===== src/hdl/pslf_pkg.sv =====
// Shared types and constants for the PI speed loop with feedforward.
// No dependencies; every other file in hdl/ refers to it by scoped name.
package pslf_pkg;

    // Configuration port
    localparam int ADDR_W = 5;
    localparam int DATA_W = 32;

    localparam logic [2:0] REG_PROP_GAIN  = 3'd0;
    localparam logic [2:0] REG_INTEG_GAIN = 3'd1;
    localparam logic [2:0] REG_FF_GAIN    = 3'd2;
    localparam logic [2:0] REG_VEL_RECIP  = 3'd3;
    localparam logic [2:0] REG_PERIOD     = 3'd4;

    localparam logic [15:0] PROP_GAIN_RST  = 16'd102;
    localparam logic [15:0] INTEG_GAIN_RST = 16'd20;
    localparam logic [15:0] FF_GAIN_RST    = 16'd256;
    localparam logic [23:0] VEL_RECIP_RST  = 24'd16777;
    localparam logic [15:0] PERIOD_RST     = 16'd655;

    // Datapath constants
    localparam logic [7:0]          ANGLE_RST   = 8'd90;
    localparam logic [9:0]          PWM_MAX     = 10'd1023;
    localparam logic [15:0]         JUMP_LIMIT  = 16'd3276;      // 0.2 in Q2.14
    localparam logic signed [33:0]  INTEG_LIMIT = 34'sd1048576000; // 1000 in Q11.20

    // Queue between front and back end
    localparam int QUEUE_DEPTH = 2;

    typedef enum logic {
        KIND_TICK = 1'b0,
        KIND_CMD  = 1'b1
    } kind_t;

    typedef struct packed {
        kind_t              kind;
        logic signed [15:0] vel;     // raw measured velocity, mm/s
        logic [14:0]        tnorm;   // normalized target, Q2.14, 0..16384
        logic [7:0]         angle;
    } item_t;

    typedef struct packed {
        logic [15:0] prop_gain;
        logic [15:0] integ_gain;
        logic [15:0] ff_gain;
        logic [23:0] vel_recip;
        logic [15:0] period;
    } cfg_t;

    typedef enum logic [2:0] {
        ST_IDLE,
        ST_MUL_VEL,
        ST_ERR,
        ST_MUL_PER,
        ST_INTEG,
        ST_FF,
        ST_IGAIN,
        ST_PWM
    } back_state_t;

endpackage


===== src/hdl/pslf_queue.sv =====
// Short FIFO of classified items between front and back end.
// Depends on pslf_pkg.
module pslf_queue #(
    parameter int DEPTH = pslf_pkg::QUEUE_DEPTH
) (
    input  logic            aclk,
    input  logic            aresetn,
    input  logic            push,
    input  pslf_pkg::item_t push_item,
    output logic            full,
    input  logic            pop,
    output pslf_pkg::item_t head_item,
    output logic            empty
);

    localparam int PTR_W = (DEPTH > 1) ? $clog2(DEPTH) : 1;
    localparam int CNT_W = $clog2(DEPTH + 1);

    pslf_pkg::item_t slot_reg [DEPTH];
    logic [PTR_W-1:0] wr_ptr_reg, wr_ptr_next;
    logic [PTR_W-1:0] rd_ptr_reg, rd_ptr_next;
    logic [CNT_W-1:0] count_reg,  count_next;

    assign full      = (count_reg == CNT_W'(DEPTH));
    assign empty     = (count_reg == '0);
    assign head_item = slot_reg[rd_ptr_reg];

    always_comb begin
        wr_ptr_next = wr_ptr_reg;
        rd_ptr_next = rd_ptr_reg;
        count_next  = count_reg;
        if (push) begin
            wr_ptr_next = (wr_ptr_reg == PTR_W'(DEPTH - 1)) ? '0 : wr_ptr_reg + 1'b1;
        end
        if (pop) begin
            rd_ptr_next = (rd_ptr_reg == PTR_W'(DEPTH - 1)) ? '0 : rd_ptr_reg + 1'b1;
        end
        if (push && !pop) begin
            count_next = count_reg + 1'b1;
        end else if (pop && !push) begin
            count_next = count_reg - 1'b1;
        end
    end

    always_ff @(posedge aclk) begin
        if (!aresetn) begin
            wr_ptr_reg <= '0;
            rd_ptr_reg <= '0;
            count_reg  <= '0;
        end else begin
            wr_ptr_reg <= wr_ptr_next;
            rd_ptr_reg <= rd_ptr_next;
            count_reg  <= count_next;
        end
        if (push) begin
            slot_reg[wr_ptr_reg] <= push_item;
        end
    end

endmodule


===== config.mk =====
export PLATFORM = sky130hd
export DESIGN_NAME = pslf_queue
export DESIGN_NICKNAME = d
export VERILOG_FILES = /design/src/hdl/pslf_pkg.sv /design/src/hdl/pslf_queue.sv
export SDC_FILE = /design/constraint.sdc
export NUM_CORES = 1
export LEC_CHECK = 0
export ABC_AREA = 1
export BUFFER_PORTS_ARGS = -buffer_cell sky130_fd_sc_hd__buf_2
export CORE_MARGIN = 3
export CORE_UTILIZATION = 55
export CTS_CLUSTER_DIAMETER = 100
export DETAILED_ROUTE_END_ITERATION = 10
export PLACE_DENSITY = 0.83
export SYNTH_ARGS = -nofsm -noshare
export SYNTH_HDL_FRONTEND = slang
export SYNTH_SLANG_ARGS = --single-unit
export TNS_END_PERCENT = 50

===== constraint.sdc =====
create_clock -name aclk -period 7.7 [get_ports aclk]
set_clock_uncertainty 0.1 [all_clocks]
set_input_delay 0.77 -clock aclk [delete_from_list [all_inputs] [get_ports aclk]]
set_output_delay 0.77 -clock aclk [all_outputs]
set_load 0.02 [all_outputs]

; Word level (Yosys, flattened, before mapping)
; Memory sizes are Yosys's and may differ from the RTL's. A register that Yosys moved wholly into a read port is not among the register bits.
; Index checks and enable logic that the tools add are counted.
[totals]
reg_bits = 4
ramBits = 80
input_bits = 44
word_cells = 23
memories = 1
[memory_table]
columns = memory, depth, word_bits, rd, rd_clocked_by_memory_dff, wr, line_no
row1 = slot_reg, 2, 40, 1, 1, 1, pslf_queue.sv:19  ; pslf_pkg::item_t slot_reg [DEPTH];
[op_classes]
addsub = 4
n_eq_ne = 1
mux = 8
reduce_logical = 6
[op_table]
columns = op, count
row1 = two-way mux 1 bit, 6
row2 = two-way mux 2 bit, 2
row3 = adder 1 bit (second input constant), 2
row4 = adder 2 x 1 -> 2 bit (second input constant), 1
row5 = equality test 2 bit (second input constant), 1
row6 = logical AND 1 bit, 2
row7 = zero test 1 bit, 2
row8 = zero test 2 bit, 1
row9 = nonzero test 2 bit, 1
row10 = subtractor 2 x 1 -> 2 bit (second input constant), 1

; Logic depth before layout (Yosys ltp)
; Gate-level depths: netlist (run 1).
[depth]
ltp_word = 4
mapped_depth = 8
ltp_nobuf = 8

; Worst setup path before layout (run 1)
; Ideal clock, no wire load.
[synth_path]
kind = input to register
from = in push
to = mem slot_reg[0][0] (netlist bit), enable pin
setup_ps = 438
arrival_ps = 2493
required_ps = 7162
setup_slack_ps = 4669
stages = 2
n_path_buf = 0
cell_sequence = inv_1 -> nor2_1
[synth_between]
elab_chain_cells = 2
[synth_rtl]
columns = element, line_no
row1 = start: declaration, pslf_queue.sv:8  ; input logic push,
row2 = two-way mux 1 bit, pslf_queue.sv:55  ; if (push) begin
row3 = two-way mux 1 bit (implied by the code), pslf_queue.sv:56  ; slot_reg[wr_ptr_reg] <= push_item;
row4 = end: declaration, pslf_queue.sv:19
; Every way passes these cells.

==> metrics.yaml, run 1 <==
cts.reportedPaths.clkPinSlew_ns: 0.08
synthTopCellsByCount: "80 x edfxtp_1, 40 x mux2_2, 9 x nor2_1, 8 x inv_1, 8 x nand2_1"
setup_viol: 0
crit_required_ns: 6.83
comb_power_share_pct: 10.2
endpoint_kind: "output port"
ys.flop_type: "edfxtp_1"
wl_per_cell_um: 15.66
syn_area_per_cell_um2: 19.66
synth_top_area_cell: "edfxtp_1"
r2r_start: "wr_ptr_reg"
ys_types: 12
yosys.cell_count.top_type: "edfxtp_1"
crit_family: "flip-flops"
diodes: 0
switching_share_pct: 21.60
fp.dieH_um: 81.39
fin_tns_setup_ns: 0
max_freq_mhz: 362.8
start_util_pct: 58.94
dp_hpwl_um: 3306
worstPathCellList: "mux2_2 -> buf_2"
cts_htree_levels: 3
area_growth_pct: 23.14
rr_worst_depth: 1
hold_class: "reg2reg"
p_clk_share_pct: 35.8
dp_cells: 311
critical-path-max-stage-delay_ns: 0.95
worst_slew_pin_slew_ns: 1.156
reg2reg_slack_ns: 5.96
min_path_cells: 2
top_layer: "met4"
vias_per_cell: 5.006
cts_sinks: 85
ys_warn_count: 0
grt_overflow: 0
cts_inserted_buffers: 9
pre_cts_slack_ns: 5.277
internal_power_uw: 791.7
grt_usage_pct: 16.18
synthTopCellsByArea: "edfxtp_1 77%, mux2_2 14%, dfxtp_1 3.2%"
worstSkewPairLatency_ns: 0.33
cpMaxStageDelayCell: "dfxtp_2"
worst_slack_ns: 4.944
ir_worst_vdd_mv: 0.1707
cts_resized: 0
rsz0062_at_grt: "no"
crit_type: "reg2out"
finalCritPeriodShare_pct: 35.80
hold_buffers: 0
syn_inst: 159
cts_tree: "done"
synthesis.area_um2: 3125
synth_top_area_share_pct: 76.86
ant_nets: 0
dieArea_um2: 6624
seq_area_frac_synth_pct: 80.06
power.net_switching_uw: 218.1
slew_headroom_pct: 22.76
cp_num_buf_inv: 1
fin_cells: 327
routed-wl-met2_um: 2632
power_leakage_uw: 0.001487
dr.pass1.iters: 4
antenna_found_initial: 0
die-width_um: 81.39
hold_viol: 0
crit_fanout: 40
grt_pass1_wl_um: 7617
min_from: "rd_ptr_reg"
io_buffers: 85
async_flop_share_pct: 0
status: "finished clean"
grt_max_degree: 41
finish.utilization_pct: 72.58
wl_met1_um: 2083
drt_iter0_markers: 88
critPathLaunchType: "register"
drv_cap: 0
nNetsFinal: 297
drive_gt1_share_pct: 55.64
coreArea_um2: 5303
synth_nets: 204
synth_edf_count: 80
rows: 26
place.gp.congestion: 0.6799
grt_pass1_vias: 1605
reg2reg_to: "slot_reg[0][31]"
ys_ff_latch: 85
fin_crit_ns: 2.756
maxSlewViolCount: 0
seqPwrFrac_pct: 54.0
crit_arrival_ns: 1.89
largest_reg_flops: 80
clock_path_buffers: 2
wl_met3_um: 312
powerDensity_nw_per_um2: 262.4
vias: 1637
whs_endpoint: "rd_ptr_reg"
route.detailed.drc: 0
postCtsSetupBuffers: 0
io_pins: 86
finalWirelength_um: 5122
cts_root_buffer: "clkbuf_8"
==> kinds of logic (layout without fill, tap and decap cells) <==
| group | after synthesis | after routing | share of synthesized area [%] |
|---|---|---|---|
| DFF | 85 | 85 | 80.06 |
| muxes | 40 | 40 | 14.41 |
| and+or+nand+nor | 19 | 19 | 2.402 |
| buffers and inverters | 12 | 110 | 2.402 |
| AOI/OAI and AO/OA | 2 | 2 | 0.3199 |
| adders and majority gates | 1 | 1 | 0.4003 |
==> cell usage in the layout (no fill, tap or decap) <==
master	synthesis	routed
mux2_2	40	40
edfxtp_1	80	80
buf_4	0	1
clkinvlp_4	0	1
buf_2	0	85
clkinv_4	0	1
o21ai_0	1	1
ha_1	1	1
dfxtp_2	0	1
inv_1	8	7
a21oi_1	1	1
nor2_4	0	1
nor2_1	9	8
clkbuf_8	0	9
clkbuf_1	0	1
clkinv_1	0	1
nand2_1	8	8
nand3_1	1	1
bufinv_16	0	3
nand4_1	1	1
clkinv_2	0	1
dfxtp_1	5	4
==> worst min-delay path: cells and delay by family (launching register included) <==
kind	cells	cell delay, ns
and+or+nand+nor	2	0.15
DFF	1	0.33
==> metal layers <==
metal	up-vias	GRT usage, %
met5	-	0
met4	0	9.628
met3	9	3.437
met2	55	26.79
met1	788	19.45
li1	785	-
==> layout make-up <==
type	count	area, um^2
sequential	85	2504
inverter	8	30.03
timing repair buffer	86	432.9
tap	70	87.58
multi-input combinational	62	555.5
clock inverter	6	111.4
fill	345	1454
clock buffer	10	127.6
==> through the flow <==
stage	cell area (um^2)	total power (uW)	hold slack [ns]
floorplan	3126	620.4	0.3635
global placement	3610	656.5	0.3789
finish	3849	1010	0.4133
global route	3849	1049	0.4467
CTS	3849	1020	0.4208
detailed placement	3610	660.6	0.4002
==> worst max-delay path by stage <==
stage	from	end	slack (ns)	depth (start not counted)
floorplan	push	slot_reg[0][0]	4.67	2
global placement	register	head_item[5]	5.28	2
detailed placement	register	head_item[1]	5.28	2
CTS	register	head_item[34]	4.90	2
global route	register	head_item[34]	4.80	2
finish	register	head_item[36]	4.94	2
==> power by group through the flow <==
stage	clock network, uW	logic, uW	registers, uW
6_report	361	103	545
2_1_floorplan	0	71.4	549
3_5_place_dp	0	104	556
3_3_place_gp	0	102	555
4_1_cts	370	105	546
5_1_grt	389	111	549
Note: power is estimated with default switching activity, not from simulation.
==> run 2: changes to the inputs <==
--- a/config.mk
+++ b/config.mk
@@ -8,10 +8,10 @@
 export ABC_AREA = 1
 export BUFFER_PORTS_ARGS = -buffer_cell sky130_fd_sc_hd__buf_2
 export CORE_MARGIN = 3
-export CORE_UTILIZATION = 55
+export CORE_UTILIZATION = 46
 export CTS_CLUSTER_DIAMETER = 100
 export DETAILED_ROUTE_END_ITERATION = 10
-export PLACE_DENSITY = 0.83
+export PLACE_DENSITY = 0.74
 export SYNTH_ARGS = -nofsm -noshare
 export SYNTH_HDL_FRONTEND = slang
 export SYNTH_SLANG_ARGS = --single-unit
==> constraint.sdc (replaced) <==
create_clock -name aclk -period 2.4 [get_ports aclk]
set_clock_uncertainty 0.1 [all_clocks]
set_input_delay 0.24 -clock aclk [delete_from_list [all_inputs] [get_ports aclk]]
set_output_delay 0.24 -clock aclk [all_outputs]
set_load 0.02 [all_outputs]
==> run 2 against run 1 <==
  * Via count rose by 11%
  * Register-to-register slack got worse by 5.3 ns
  * Routed wire length rose by 11%
  * Critical endpoint is now head_item[19]
  * Highest routed layer unchanged
==> metrics.yaml, run 2 (synthesized netlist as in run 1, its figures left out) <==
status: "finished clean"  # unchanged
rows: 29  # was 26
ir_worst_vdd_mv: 0.3824  # was 0.1707 mV
routed-wl-met2_um: 3060  # was 2632 um
finalCritPeriodShare_pct: 80.09
power_leakage_uw: 0.001658  # was 0.001487 uW
fp.dieH_um: 88.43  # was 81.39 um
worst_slack_ns: 0.4777  # was 4.944 ns
drive_gt1_share_pct: 47.67  # was 55.64%
postCtsSetupBuffers: 0  # unchanged
drv_cap: 0  # unchanged
worst_slew_pin_slew_ns: 0.6748  # was 1.156 ns
io_pins: 86  # unchanged
finalWirelength_um: 5709  # was 5122 um
diodes: 0  # unchanged
wl_met3_um: 294  # was 312 um
critPathLaunchType: "register"  # unchanged
cts_inserted_buffers: 9  # unchanged
holdWs_ns: 0.07511  # was 0.4133 ns
pre_cts_slack_ns: 0.6173  # was 5.277 ns
place.gp.congestion: 0.6665  # was 0.6799
multiInputGateArea_um2: 555.5  # unchanged
area_growth_pct: 36.39  # was 23.14%
cts_tree: "done"  # unchanged
final_common_cell: "buf_2"  # unchanged
r2r_start: "wr_ptr_reg"  # unchanged
maxSlewViolCount: 0  # unchanged
min_path_cells: 3  # was 2
grt_max_degree: 33  # was 41
ant_nets: 0  # unchanged
endpoint: "head_item[19]"  # was head_item[36]
dp_hpwl_um: 3590  # was 3306 um
grt_usage_pct: 15.14  # was 16.18%
antenna_found_initial: 0  # unchanged
finish.utilization_pct: 66.00  # was 72.58%
reg2reg_slack_ns: 0.67  # was 5.96 ns
worstSkewPairLatency_ns: 0.33  # about the same
powerDensity_nw_per_um2: 733.6  # was 262.4 nW/um^2
hold_class: "in2reg"  # was reg2reg
wl_met1_um: 2273  # was 2083 um
vias_per_cell: 4.801  # was 5.006
route.detailed.drc: 0  # unchanged
grt_overflow: 0  # unchanged
fin_cells: 377  # was 327
rsz0062_at_grt: "no"  # unchanged
crit_arrival_ns: 1.58  # was 1.89 ns
nFillCells: 467  # was 345
drt_iter0_markers: 103  # was 88
top_layer: "met4"  # unchanged
cts.reportedPaths.clkPinSlew_ns: 0.07  # was 0.08 ns
cts_sinks: 85  # unchanged
grt_pass1_wl_um: 8680  # was 7617 um
mostFrequentLayoutCells: "85 x buf_2, 80 x edfxtp_1, 40 x mux2_2, 40 x dlygate4sd3_1, 11 x clkbuf_8"  # was 85 x buf_2, 80 x edfxtp_1, 40 x mux2_2, 9 x clkbuf_8
crit_required_ns: 2.06  # was 6.83 ns
die-width_um: 88.43  # was 81.39 um
wl_per_cell_um: 15.14  # was 15.66 um
dr.pass1.iters: 4  # unchanged
largest_reg_flops: 80  # unchanged
vias: 1810  # was 1637
cts_root_buffer: "clkbuf_8"  # unchanged
cts_htree_levels: 3  # unchanged
hold_viol: 0  # unchanged
reg2reg_to: "slot_reg[1][31]"  # was slot_reg[0][31]
coreArea_um2: 6459  # was 5303 um^2
fin_tns_setup_ns: 0  # unchanged
clock_path_buffers: 2  # unchanged
max_freq_mhz: 520.2
crit_fanout: 32  # was 40
io_buffers: 85  # unchanged
setup_viol: 0  # unchanged
grt_pass1_vias: 1850  # was 1605
rr_worst_depth: 3  # was 1
start_util_pct: 48.39  # was 58.94%
nNetsFinal: 340  # was 297
crit_type: "reg2out"  # unchanged
dieArea_um2: 7820  # was 6624 um^2
endpoint_kind: "output port"  # unchanged
seqCellArea_um2: 2504  # unchanged
fin_crit_ns: 1.922
slew_headroom_pct: 54.74  # was 22.76%
dp_cells: 321  # was 311
run 2: cell count changes in the layout (fill, tap and decap cells not counted), sizes merged:
cell	delta
clkbuf	+4
clkinv	-1
clkinvlp	-1
dlygate4sd3	+40
buf	+3
bufinv	-2
run 2: worst min path at each step:
stage | end | from | slack (ns)
6_report | wr_ptr_reg | aresetn | 0.08
5_1_grt | wr_ptr_reg | aresetn | 0.07
4_1_cts | slot_reg[0][6] | push_item[6] | 0.004
3_5_place_dp | slot_reg[1][34] | push_item[34] | 0.33
3_3_place_gp | slot_reg[0][13] | push_item[13] | 0.33
2_1_floorplan | slot_reg[0][0] | push_item[0] | 0.24
run 2: layout make-up:
| type | instances | share of cell area, % |
|---|---|---|
| Sequential cell | 85 | 58.73 |
| Timing Repair Buffer | 129 | 20.66 |
| Multi-Input combinational cell | 62 | 13.03 |
| Clock buffer | 14 | 3.816 |
| Tap cell | 77 | 2.260 |
| Clock inverter | 2 | 0.7925 |
| Inverter | 8 | 0.7044 |
run 2: routing by layer:
layer  track usage (%)  vias to the layer above
met5                 0                        -
met4             6.181                        0
met3             4.749                        6
met2             26.58                       45
met1             17.15                      884
li1                  -                      875
run 2: critical path, stage by stage (launching register included):
cell and delay, ns:
dfxtp_2 0.46, buf_12 0.25, mux2_2 0.37, buf_2 0.16
run 2: repair_timing:
action,CTS,global route
setup endpoints to repair,0,0
resized for setup,0,0
hold buffers,39,1
hold endpoints to repair,78,1
run 2: stage by stage:
stage                     power [uW]  instance area [um^2]
after floorplan                 1990                  3128
after global placement          2121                  3666
after detailed placement        2131                  3666
after CTS                       3161                  4253
after global routing            3263                  4263
final                           3127                  4263
run 2: power breakdown:
group	leakage (uW)	internal (uW)	switching [uW]
Combinational	0.000767	190	219
Clock	0.0000983	537	447
Sequential	0.000793	1710	24.3
Total	0.00166	2440	690
