$ cat config.mk
export PLATFORM = sky130hd
export DESIGN_NAME = pslf_front
export DESIGN_NICKNAME = d
export VERILOG_FILES = /design/src/hdl/pslf_pkg.sv /design/src/hdl/pslf_front.sv
export SDC_FILE = /design/constraint.sdc
export NUM_CORES = 1
export LEC_CHECK = 0
export ABC_AREA = 1
export BUFFER_PORTS_ARGS = -buffer_cell sky130_fd_sc_hd__buf_2
export CORE_MARGIN = 5
export CORE_UTILIZATION = 44
export CTS_CLUSTER_DIAMETER = 100
export DETAILED_ROUTE_END_ITERATION = 8
export PLACE_DENSITY = 0.79
export SYNTH_ARGS = -nofsm -noshare
export SYNTH_HDL_FRONTEND = slang
export SYNTH_SLANG_ARGS = --single-unit
$ cat constraint.sdc
create_clock -name aclk -period 3.03 [get_ports aclk]
set_input_delay 0.303 -clock aclk [delete_from_list [all_inputs] [get_ports aclk]]
set_output_delay 0.303 -clock aclk [all_outputs]
set_load 0.05 [all_outputs]
$ cat src/hdl/pslf_pkg.sv
// Shared types and constants for the PI speed loop with feedforward.
// No dependencies; every other file in hdl/ refers to it by scoped name.
package pslf_pkg;

    // Configuration port
    localparam int ADDR_W = 5;
    localparam int DATA_W = 32;

    localparam logic [2:0] REG_PROP_GAIN  = 3'd0;
    localparam logic [2:0] REG_INTEG_GAIN = 3'd1;
    localparam logic [2:0] REG_FF_GAIN    = 3'd2;
    localparam logic [2:0] REG_VEL_RECIP  = 3'd3;
    localparam logic [2:0] REG_PERIOD     = 3'd4;

    localparam logic [15:0] PROP_GAIN_RST  = 16'd102;
    localparam logic [15:0] INTEG_GAIN_RST = 16'd20;
    localparam logic [15:0] FF_GAIN_RST    = 16'd256;
    localparam logic [23:0] VEL_RECIP_RST  = 24'd16777;
    localparam logic [15:0] PERIOD_RST     = 16'd655;

    // Datapath constants
    localparam logic [7:0]          ANGLE_RST   = 8'd90;
    localparam logic [9:0]          PWM_MAX     = 10'd1023;
    localparam logic [15:0]         JUMP_LIMIT  = 16'd3276;      // 0.2 in Q2.14
    localparam logic signed [33:0]  INTEG_LIMIT = 34'sd1048576000; // 1000 in Q11.20

    // Queue between front and back end
    localparam int QUEUE_DEPTH = 2;

    typedef enum logic {
        KIND_TICK = 1'b0,
        KIND_CMD  = 1'b1
    } kind_t;

    typedef struct packed {
        kind_t              kind;
        logic signed [15:0] vel;     // raw measured velocity, mm/s
        logic [14:0]        tnorm;   // normalized target, Q2.14, 0..16384
        logic [7:0]         angle;
    } item_t;

    typedef struct packed {
        logic [15:0] prop_gain;
        logic [15:0] integ_gain;
        logic [15:0] ff_gain;
        logic [23:0] vel_recip;
        logic [15:0] period;
    } cfg_t;

    typedef enum logic [2:0] {
        ST_IDLE,
        ST_MUL_VEL,
        ST_ERR,
        ST_MUL_PER,
        ST_INTEG,
        ST_FF,
        ST_IGAIN,
        ST_PWM
    } back_state_t;

endpackage

$ cat src/hdl/pslf_front.sv
// Front end: takes input items, classifies them and normalizes the target.
// Depends on pslf_pkg.
module pslf_front (
    input  logic                aclk,
    input  logic                aresetn,
    input  logic                s_tvalid,
    output logic                s_tready,
    input  logic [39:0]         s_tdata,   // measured_velocity[15:0], target_speed[25:16],
                                           // steer_angle[33:26], zero pad
    input  logic                s_tuser,   // action: 0 tick, 1 command
    output logic                push,
    output pslf_pkg::item_t     push_item,
    input  logic                q_full
);

    logic            hold_valid_reg, hold_valid_next;
    pslf_pkg::item_t hold_item_reg,  hold_item_next;

    logic [9:0]  speed;
    logic [14:0] speed_x16;
    logic [14:0] y_plus1;
    logic [24:0] recip_prod;
    logic [14:0] tnorm;

    // round(speed * 16384 / 1023) = 16*speed + floor((16*speed + 511) / 1023);
    // the small quotient is exact as ((y + 1) * 1025) >> 20 over this range.
    assign speed      = s_tdata[25:16];
    assign speed_x16  = {1'b0, speed, 4'b0000};
    assign y_plus1    = speed_x16 + 15'd512;
    assign recip_prod = (25'(y_plus1) << 10) + 25'(y_plus1);
    assign tnorm      = speed_x16 + 15'(recip_prod[24:20]);

    assign push      = hold_valid_reg && !q_full;
    assign push_item = hold_item_reg;
    assign s_tready  = !hold_valid_reg || !q_full;

    always_comb begin
        hold_valid_next = hold_valid_reg;
        hold_item_next  = hold_item_reg;
        if (push) begin
            hold_valid_next = 1'b0;
        end
        if (s_tvalid && s_tready) begin
            hold_valid_next      = 1'b1;
            hold_item_next.kind  = pslf_pkg::kind_t'(s_tuser);
            hold_item_next.vel   = s_tdata[15:0];
            hold_item_next.tnorm = tnorm;
            hold_item_next.angle = s_tdata[33:26];
        end
    end

    always_ff @(posedge aclk) begin
        if (!aresetn) begin
            hold_valid_reg <= 1'b0;
        end else begin
            hold_valid_reg <= hold_valid_next;
        end
        hold_item_reg <= hold_item_next;
    end

endmodule

# After elaboration in Yosys (flattened, before gate mapping)
# Index checks and enable logic that the tools add are counted.
[totals]
input_bits = 45
elab_cells = 16
regBits = 41
output_inout_bits = 42
[op_classes]
add_sub_neg = 3
muxes = 2
n_reduce_logical = 6
[op_table]
columns = ["operator", "count"]
rows = [
  ["25-bit by 15-bit adder with 25-bit output", 1],
  ["14-bit by 10-bit adder with 15-bit output, second input constant", 1],
  ["14-bit by 5-bit adder with 15-bit output", 1],
  ["1-bit logical AND", 2],
  ["1-bit zero test", 2],
  ["1-bit two-way mux", 2],
  ["2-bit nonzero test", 1],
  ["1-bit logical OR", 1],
]

# Logic depth before layout (Yosys ltp)
# Gate-level depths: netlist (run 1).
[logic_depth]
depth_word = 4
depth_mapped = 9
mapped_depth_nobuf = 8

# Worst setup path before layout (run 1)
# OpenSTA, ideal clock, no wires.
[synth_timing]
kind = "input-to-reg"
start = "in s_tvalid"
end = "reg hold_item_reg (netlist bit push_item[0]), enable pin"
t_required_ns = 2.579
cell_stages = 2
arrival_time_ns = 2.302
n_path_buf = 0
setup_time_ns = 0.451
setup_slack_ns = 0.277
cell_sequence = "inv_1 -> a21oi_1"
[synth_via]
elab_chain_len = 1
[synth_lines]
columns = ["element", "line", "rtl"]
rows = [
  ["start, declared", "pslf_front.sv:6", "input logic s_tvalid,"],
  ["1-bit logical AND", "pslf_front.sv:43", "if (s_tvalid && s_tready) begin"],
  ["end signal, assigned", "pslf_front.sv:58", "hold_item_reg <= hold_item_next;"],
  ["end, declared", "pslf_front.sv:17", "pslf_pkg::item_t hold_item_reg, hold_item_next;"],
]
# Every way passes these cells.
# A chain may end at the register's enable or synchronous reset.

# Final worst setup path (run 1)
[layout_timing]
start = "reg hold_valid_reg"
end = "reg hold_item_reg (netlist bit push_item[27]), enable pin"
[layout_via]
elab_chain_len = 3
[layout_lines]
columns = ["element", "line", "rtl"]
rows = [
  ["start, declared", "pslf_front.sv:16", "logic hold_valid_reg, hold_valid_next;"],
  ["start signal, assigned", "pslf_front.sv:56", "hold_valid_reg <= hold_valid_next;"],
  ["1-bit zero test", "pslf_front.sv:35", "assign s_tready = !hold_valid_reg || !q_full;"],
  ["1-bit logical OR", "pslf_front.sv:35", ""],
  ["1-bit logical AND", "pslf_front.sv:43", ""],
]
# Every way passes these cells.

==> results.md, run 1 <==
Timing:
- The time the final worst path needs with I/O delays and setup is 1.628 ns.
- Static timing analysis puts the maximum clock frequency at 614.4 MHz.
- Headroom to the max-slew limit came out at 0.5116.
- The clock arrives with 0.003318 ns of skew.
- In the finished design, the share of the clock period the worst path needs comes to 0.5372.
- Setup repair after global routing left no endpoint under its margin.
- The total count of hold-check failures in the final report came to 0.
- On the final layout, the worst hold slack is 0.1904 ns.
- The total of endpoints with negative setup slack in the final report is 0.
- The setup TNS after final layout is 0 ns.
- For the pin with the worst max-slew slack, the measured transition is 0.7309 ns.
- The total count of max-transition violations in the final report came to 0.

Routing:
- The first routing iteration left 46 violations.
- The antenna violation net count after detailed routing is 0.
- After detailed routing, the number of vias per cell comes to 4.569.
- The number of vias after detailed routing is 1124.
- For this block, the routed nets add up to 3145 um of wire.
- The number of iterations in the first detailed-routing pass is 6.
- The final routed DRC violation total is 0.
- After detailed routing, the average wire length per cell comes to 12.78 um.

Clocking:
- The total of hold buffers inserted after clock tree synthesis is 0.
- The post-CTS setup buffer count is 0.
- The clock tree root driver cell is clkbuf_8.
- TritonCTS built the clock tree.
- Clock-pin slew was measured on the worst setup and hold paths at 0.07 ns.
- Once the clock tree was built, the resizer swapped 0 gates to a different size.
- The clock latency reported for the late side of the worst-skew pair is 0.28 ns.
- Clock tree synthesis found a total of 41 sinks.
- The longest clock path from root to sink contains 2 buffers.
- In this run, CTS created clock tree buffers numbering 5.
- The maximum level of the CTS H-tree is 2.

Hold path:
- The end of the worst hold path is push_item[33].
- The worst hold path begins at s_tdata[10].
- The worst min-delay path category is in2reg.
- Along the worst hold path, the cell count comes to 1.

Finish:
- The final instance area is 2186 um^2.
- 0 antenna diodes ended up in the layout.
- The register with the most flip-flops in the layout has 40 of them.
- Compared with the post-synthesis result, the final layout area differs by 35.95%.
- The net count of the finished layout is 246.
- In the final layout, the share of cells above drive strength 1 is 0.4949.

Power and ir drop:
- Of the total power, the share spent switching nets is 0.2683.
- The worst-case IR drop observed on VDD is 0.2803 mV.
- The part of the total power dissipated in combinational logic is 0.169.
- The analysis attributes to cell leakage a power of 0.9696 nW.
- The power density relative to cell area is 597.9 nW/um^2.
- The total net switching power is 0.0003506 W.
- Of the total power, registers draw 0.514.
- The cell internal power dissipation is 0.0009563 W.
- The relative contribution of the clock network to total power is 0.317.

Critical path:
- The worst-path cell with the longest stage delay is a21oi_4.
- For flop-to-flop paths, the worst setup slack is 1.40 ns.
- For the worst setup path, the data required time is 3.00 ns.
- The arrival time reported for the critical path endpoint is 1.60 ns.
- The maximum net fanout on the critical path is 23.
- The origin of the critical flop-to-flop path is hold_valid_reg.
- The critical path in this run is classified as reg2reg.
- The worst flop-to-flop path endpoint is push_item[27].
- The worst setup path is captured at a flop.
- The signal on the critical path passes through a21oi_4 > buf_4.
- The delay of the slowest cell on the worst path is 0.60 ns.
- The startpoint kind of the worst setup timing path is a flop.
- The number of cells on the worst reg-to-reg path is 2.

Synthesis:
- The number of nets handed over by synthesis was 159.
- After synthesis, the netlist uses 20 different library cells.
- The count of yosys warnings during synthesis is 0.
- The post-synthesis area per instance is 14.62 um^2.
- The area fraction of the dominant cell type after synthesis is 0.7471.
- In this run, synthesis produced a sequential element count of 41.
- The share of synthesized area occupied by flip-flops and latches is 0.7595.
- The synthesized design spends more area on one cell type than any other, namely edfxtp_1.
- In the post-synthesis netlist, the biggest area contributors are edfxtp_1, nand2_1, ha_1, xor2_1, inv_1.
- The mapped cell area is 1608 um^2.
- In the synthesized netlist, the number of instances is 110.

Placed design:
- The placement-stage cell area is 2076 um^2.
- The placer congestion estimate is 0.8329.
- The count of input and output buffers is 80.
- The HPWL after detailed placement is 2572 um.

Floorplanning:
- The initial cell density of the core is 0.4459.
- The row count is 22.
- The core region is 3606 um^2.
- The height of the chip is 70.45 um.
- Pin placement for this block handled 87 I/O pins.
- The area of the die is 4963 um^2.
- In this run the horizontal extent of the chip is 70.45 um.

Global route:
- The via count of the first global-routing pass was 1067.
- For this run, the total global-route usage over all layers was measured as 0.1368.
- The largest net degree at the start of global routing is 24.
- The first global-routing pass estimated 5050 um of wire.
- The overall overflow remaining after global route is 0.
- The number of antenna violations at the first check in global routing is 0.

Flow run:
- The number of max-cap violations is 0.

Status:
- The run finished with clean final reports.
## cell families after synthesis
| logic type | synth area share |
|---|---|
| AOI/OAI and AO/OA | 0.01401 |
| xor gates and xnor gates | 0.03268 |
| adders and majority gates | 0.03113 |
| buffers and inverters | 0.03035 |
| DFF | 0.7595 |
| and+or+nand+nor | 0.1323 |
## final cells by class
cell class,instances,area [um^2]
clock buffers,5,68.82
clock inverters,3,41.29
fillers,301,1420
inverters,10,37.54
multi-input cells,58,349.1
flip-flops and latches,41,1221
well taps,48,60.06
repair buffers,81,407.9
## how the worst max path moves through the flow
stage	depth (start not counted)	start	endpoint	slack, ns
2_1_floorplan	2	s_tvalid	push_item[0]	0.28
6_report	2	hold_valid_reg	push_item[27]	1.40
3_5_place_dp	3	q_full	push_item[38]	1.29
4_1_cts	2	hold_valid_reg	push_item[27]	1.38
5_1_grt	2	hold_valid_reg	push_item[39]	1.29
3_3_place_gp	3	q_full	push_item[39]	1.29
## power groups by stage
stage	combinational, W	sequential, W	clock (W)
finish	0.000221	0.000671	0.000414
CTS	0.000224	0.000672	0.000429
detailed placement	0.000224	0.000684	0
global placement	0.000221	0.000683	0
global route	0.000234	0.000675	0.000461
floorplan	0.0000382	0.000801	0
## Yosys cell counts
master,count
nand2_2,1
nand3_1,5
inv_2,1
inv_1,9
and2_1,1
xor2_1,5
edfxtp_1,40
nand3_2,2
nand4_1,3
nor2_2,5
a21boi_0,1
ha_1,4
a21oi_1,1
nor2_1,8
xnor2_1,1
nand2_1,18
buf_6,1
nand3b_1,1
o21ai_0,2
dfxtp_1,1
## worst max-delay path, delay by kind of cell, from the launching register on
family / cells / cell delay, ns
buffers and inverters: 1 / 0.37
AOI/OAI and AO/OA: 1 / 0.60
DFF: 1 / 0.34
## through the flow
| stage | worst slack (ns) | total power [W] | util | instances |
|---|---|---|---|---|
| 2_1_floorplan | 0.2770 | 0.0008393 | - | 110 |
| 3_3_place_gp | 1.294 | 0.0009040 | 0.5756 | 238 |
| 3_5_place_dp | 1.294 | 0.0009082 | 0.5756 | 238 |
| 4_1_cts | 1.383 | 0.001325 | 0.6062 | 246 |
| 5_1_grt | 1.287 | 0.001370 | 0.6062 | 246 |
| 6_report | 1.402 | 0.001307 | 0.6062 | 246 |
## layer usage
metal  up-vias  global-route usage  wire length [um]
met4         0             0.07021                13
met3         2             0.04604               360
met2        67              0.2173              1440
met1       500              0.1642              1331
li1        555                   -                 -
met5         -                   0                 0
## placed cells by master (no fill, tap or decap)
cell        count
buf_2          80
edfxtp_1       40
nand2_1        18
inv_1           9
nor2_1          8
nand3_1         5
nor2_2          5
xor2_1          5
clkbuf_8        5
ha_1            4
nand4_1         3
nand3_2         2
o21ai_0         2
a21oi_4         1
xnor2_1         1
nand2_2         1
inv_2           1
and2_1          1
nand3b_1        1
a21boi_0        1
clkinvlp_4      1
clkinv_1        1
bufinv_16       1
dfxtp_1         1
buf_4           1
No activity file was read; power rests on OpenSTA's default activity.
==> run 2: changes to the inputs <==
==> constraint.sdc (replaced) <==
create_clock -name aclk -period 1.5 [get_ports aclk]
set_input_delay 0.15 -clock aclk [delete_from_list [all_inputs] [get_ports aclk]]
set_output_delay 0.15 -clock aclk [all_outputs]
set_load 0.05 [all_outputs]
==> run 2 against run 1 <==
Combinational power increased by 110%. Clock power increased by 100%. Count of clock-buffer cells in the layout increased by 1. Hold slack got worse by 0.15 ns. Cell count increased by 1.2%. Global-route usage decreased by 1.3 points. Flip-flop and latch count unchanged. Critical path depth increased by 1. Critical path type is now reg2out. Largest cell class unchanged.
==> results.md, run 2 (synthesis results as in run 1) <==
Status:
- Status: finished clean (unchanged).

Placed design:
- The worst-case setup slack after placement was 0.1050 ns (was 1.294 ns).
- The half-perimeter wire length after detailed placement was 2407 um (was 2572 um).
- The count of input and output buffers was 80 (unchanged).
- The placer congestion estimate is 0.8517 (was 0.8329).
- The number of cells in the design after placement is 241 (was 238).

Timing:
- The worst slew margin relative to its limit was 0.8239 (was 0.5116).
- The total count of max-transition violations in the final report is 0 (unchanged).
- The total of endpoints with negative setup slack in the final report is 0 (unchanged).
- The final worst-path setup slack is 0.3021 ns (was 1.402 ns).
- Unrepaired setup endpoints after global routing: false (unchanged).
- The total count of hold-check failures in the final report is 0 (unchanged).
- The time the final worst path needs with I/O delays and setup is 1.198 ns.
- In the finished design, the share of the clock period the worst path needs comes to 0.7986.
- The worst-margin pin slew came to 0.2660 ns (was 0.7309 ns).
- The clock skew is 0.003407 ns (was 0.003318 ns).
- The peak clock frequency supported by timing is 834.8 MHz.
- The setup TNS after final layout is 0 ns (unchanged).

Power and ir drop:
- The part of the total power dissipated in combinational logic came to 0.174 (was 0.169).
- The total net switching power came to 0.0006962 W (was 0.0003506 W).
- The switching power share of the total is 0.2636 (was 0.2683).
- The leakage power figure is 0.9918 nW (was 0.9696 nW).
- The worst vdd rail ir drop is 0.5136 mV (was 0.2803 mV).
- The cell internal power dissipation is 0.001945 W (was 0.0009563 W).
- The register share of total power came to 0.512 (was 0.514).
- The relative contribution of the clock network to total power is 0.314 (was 0.317).
- The power density relative to cell area was 1191 nW/um^2 (was 597.9 nW/um^2).

Finish:
- The number of diodes added for antenna fixing is 0 (unchanged).
- The number of flip-flops in the largest register came to 40 (unchanged).
- The number of fill cells is 289 (was 301).
- The post-layout instance count excluding filler cells is 249 (was 246).
- The post-route core utilization is 0.6152 (was 0.6062).
- The fraction of layout instances using a drive strength above 1 came to 0.5025 (was 0.4949).
- The net total in the final layout is 249 (was 246).
- The commonest non-fill, non-tap cell in the layout is buf_2 (unchanged).
- The area of all sequential standard cells is 1221 um^2 (unchanged).
- The area growth from synthesis to final layout came to 37.98% (was 35.95%).
- Most used cells in the layout excluding fill and tap cells: buf_2, edfxtp_1, nand2_1 (unchanged).
- The area of the multi-input gates is 349.1 um^2 (unchanged).

Critical path:
- The startpoint kind of the worst setup timing path is a flop (unchanged).
- The setup slack of the worst register-to-register path is 0.46 ns (was 1.40 ns).
- The path type of the worst setup path is reg2out (was reg2reg).
- The worst flop-to-flop path endpoint is push_item[15] (was push_item[27]).
- The endpoint class of the critical path was an output port (was flop).
- The maximum net fanout on the critical path is 3 (was 23).
- The depth of the most critical reg-to-reg path came to 2 (unchanged).
- The arrival time reported for the critical path endpoint is 1.05 ns (was 1.60 ns).
- The origin of the critical flop-to-flop path is hold_valid_reg (unchanged).
- The required time at the endpoint of the critical path was 1.35 ns (was 3.00 ns).

Routing:
- The final routed DRC violation total is 0 (unchanged).
- The via density per instance is 4.418 (was 4.569).
- The starting DRC count in detailed routing is 55 (was 46).
- The number of vias after detailed routing is 1100 (was 1124).
- The number of iterations in the first detailed-routing pass is 4 (was 6).
- The routed wirelength normalized by instance count came to 12.20 um (was 12.78 um).
- The antenna violation net count after detailed routing is 0 (unchanged).
- The total wire length is 3037 um (was 3145 um).

Clocking:
- The clock tree root driver cell is clkbuf_8 (unchanged).
- The sink count of the clock tree is 41 (unchanged).
- The total of hold buffers inserted after clock tree synthesis is 0 (unchanged).
- The TritonCTS buffer count is 5 (unchanged).
- The clock latency reported for the late side of the worst-skew pair is 0.28 ns (about the same).
- The maximum level of the CTS H-tree is 2 (unchanged).
- The post-cts repair resize count is 0 (unchanged).
- The register clock-pin slew on the reported worst setup and hold paths is 0.07 ns (about the same).
- The post-CTS setup buffer count is 0 (unchanged).
- The TritonCTS clock tree is built (unchanged).
- The largest buffer count on any clock path is 2 (unchanged).

Flow run:
- The number of max-cap violations came to 0 (unchanged).

Global route:
- The overall overflow remaining after global route is 0 (unchanged).
- The number of antenna violations at the first check in global routing is 0 (unchanged).
- The largest net degree at the start of global routing is 41 (was 24).
- The via count of the first global-routing pass is 1001 (was 1067).
- The first-pass GRT wire length is 4533 um (was 5050 um).
- The combined global-route utilization of all metal layers came to 0.1237 (was 0.1368).

Hold path:
- The critical hold path startpoint is s_tdata[31] (was s_tdata[10]).
- The number of stages on the worst hold path is 1 (unchanged).
- The worst min-delay path category is in2reg (unchanged).
- The end of the worst hold path is push_item[5] (was push_item[33]).

Floorplanning:
- The area of the die came to 4963 um^2 (unchanged).
- The width of the die is 70.45 um (unchanged).
- The height of the chip is 70.45 um (unchanged).
- The area of the core was 3606 um^2 (unchanged).
- The initial cell density of the core is 0.4459 (unchanged).
- The number of top-level design ports is 87 (unchanged).
- The row count is 22 (unchanged).
-- run 2: changes by cell type in the layout (fill, tap and decap cells not counted), sizes merged --
cell      before  now
buf           81   84
clkbuf         5    6
clkinvlp       1    0
-- run 2: worst max path at each step --
stage / startpoint / end / slack [ns] / cells past startpoint
after global placement: s_tdata[24] / push_item[20] / 0.11 / 9
after detailed placement: s_tdata[24] / push_item[20] / 0.10 / 9
after global routing: hold_valid_reg / push / 0.21 / 3
after floorplan: hold_valid_reg / push_item[0] / 0.05 / 1
after CTS: hold_valid_reg / push / 0.28 / 3
final: hold_valid_reg / push / 0.30 / 3
-- run 2: worst max-delay path, cell delays in order (launching register included) --
cell and delay, ns:
dfxtp_1 0.39, inv_1 0.05, nor2_1 0.07, buf_2 0.26
-- run 2: metal layers --
layer / global-route usage / up-vias / part of all wire
met1: 0.1351 / 468 / 0.39
met2: 0.1923 / 65 / 0.45
met5: 0 / - / 0
li1: - / 563 / -
met4: 0.05106 / 0 / 0.0082
met3: 0.07626 / 4 / 0.15
-- run 2: power by group through the flow --
| stage | Combinational (W) | Clock (W) | Sequential (W) |
|---|---|---|---|
| floorplan | 0.0000793 | 0 | 0.00162 |
| global placement | 0.000457 | 0 | 0.00138 |
| detailed placement | 0.000464 | 0 | 0.00138 |
| CTS | 0.000464 | 0.000856 | 0.00135 |
| global route | 0.000485 | 0.000905 | 0.00136 |
| finish | 0.000459 | 0.000830 | 0.00135 |
-- run 2: area by class of cell --
cell class                      count  share of cell area
Multi-Input combinational cell     58              0.1574
Clock buffer                        6             0.03271
Tap cell                           48             0.02707
Inverter                           10             0.01692
Timing Repair Buffer               84              0.1997
Clock inverter                      2             0.01579
Sequential cell                    41              0.5505
-- run 2: stage by stage --
stage                     hold WS [ns]  power [W]  cell area, um^2
after detailed placement        0.3281   0.001843             2111
after floorplan                 0.2489   0.001695             1619
after global routing           0.01035   0.002750             2218
final                          0.03705   0.002641             2218
after CTS                      0.02535   0.002674             2218
after global placement          0.3261   0.001835             2111
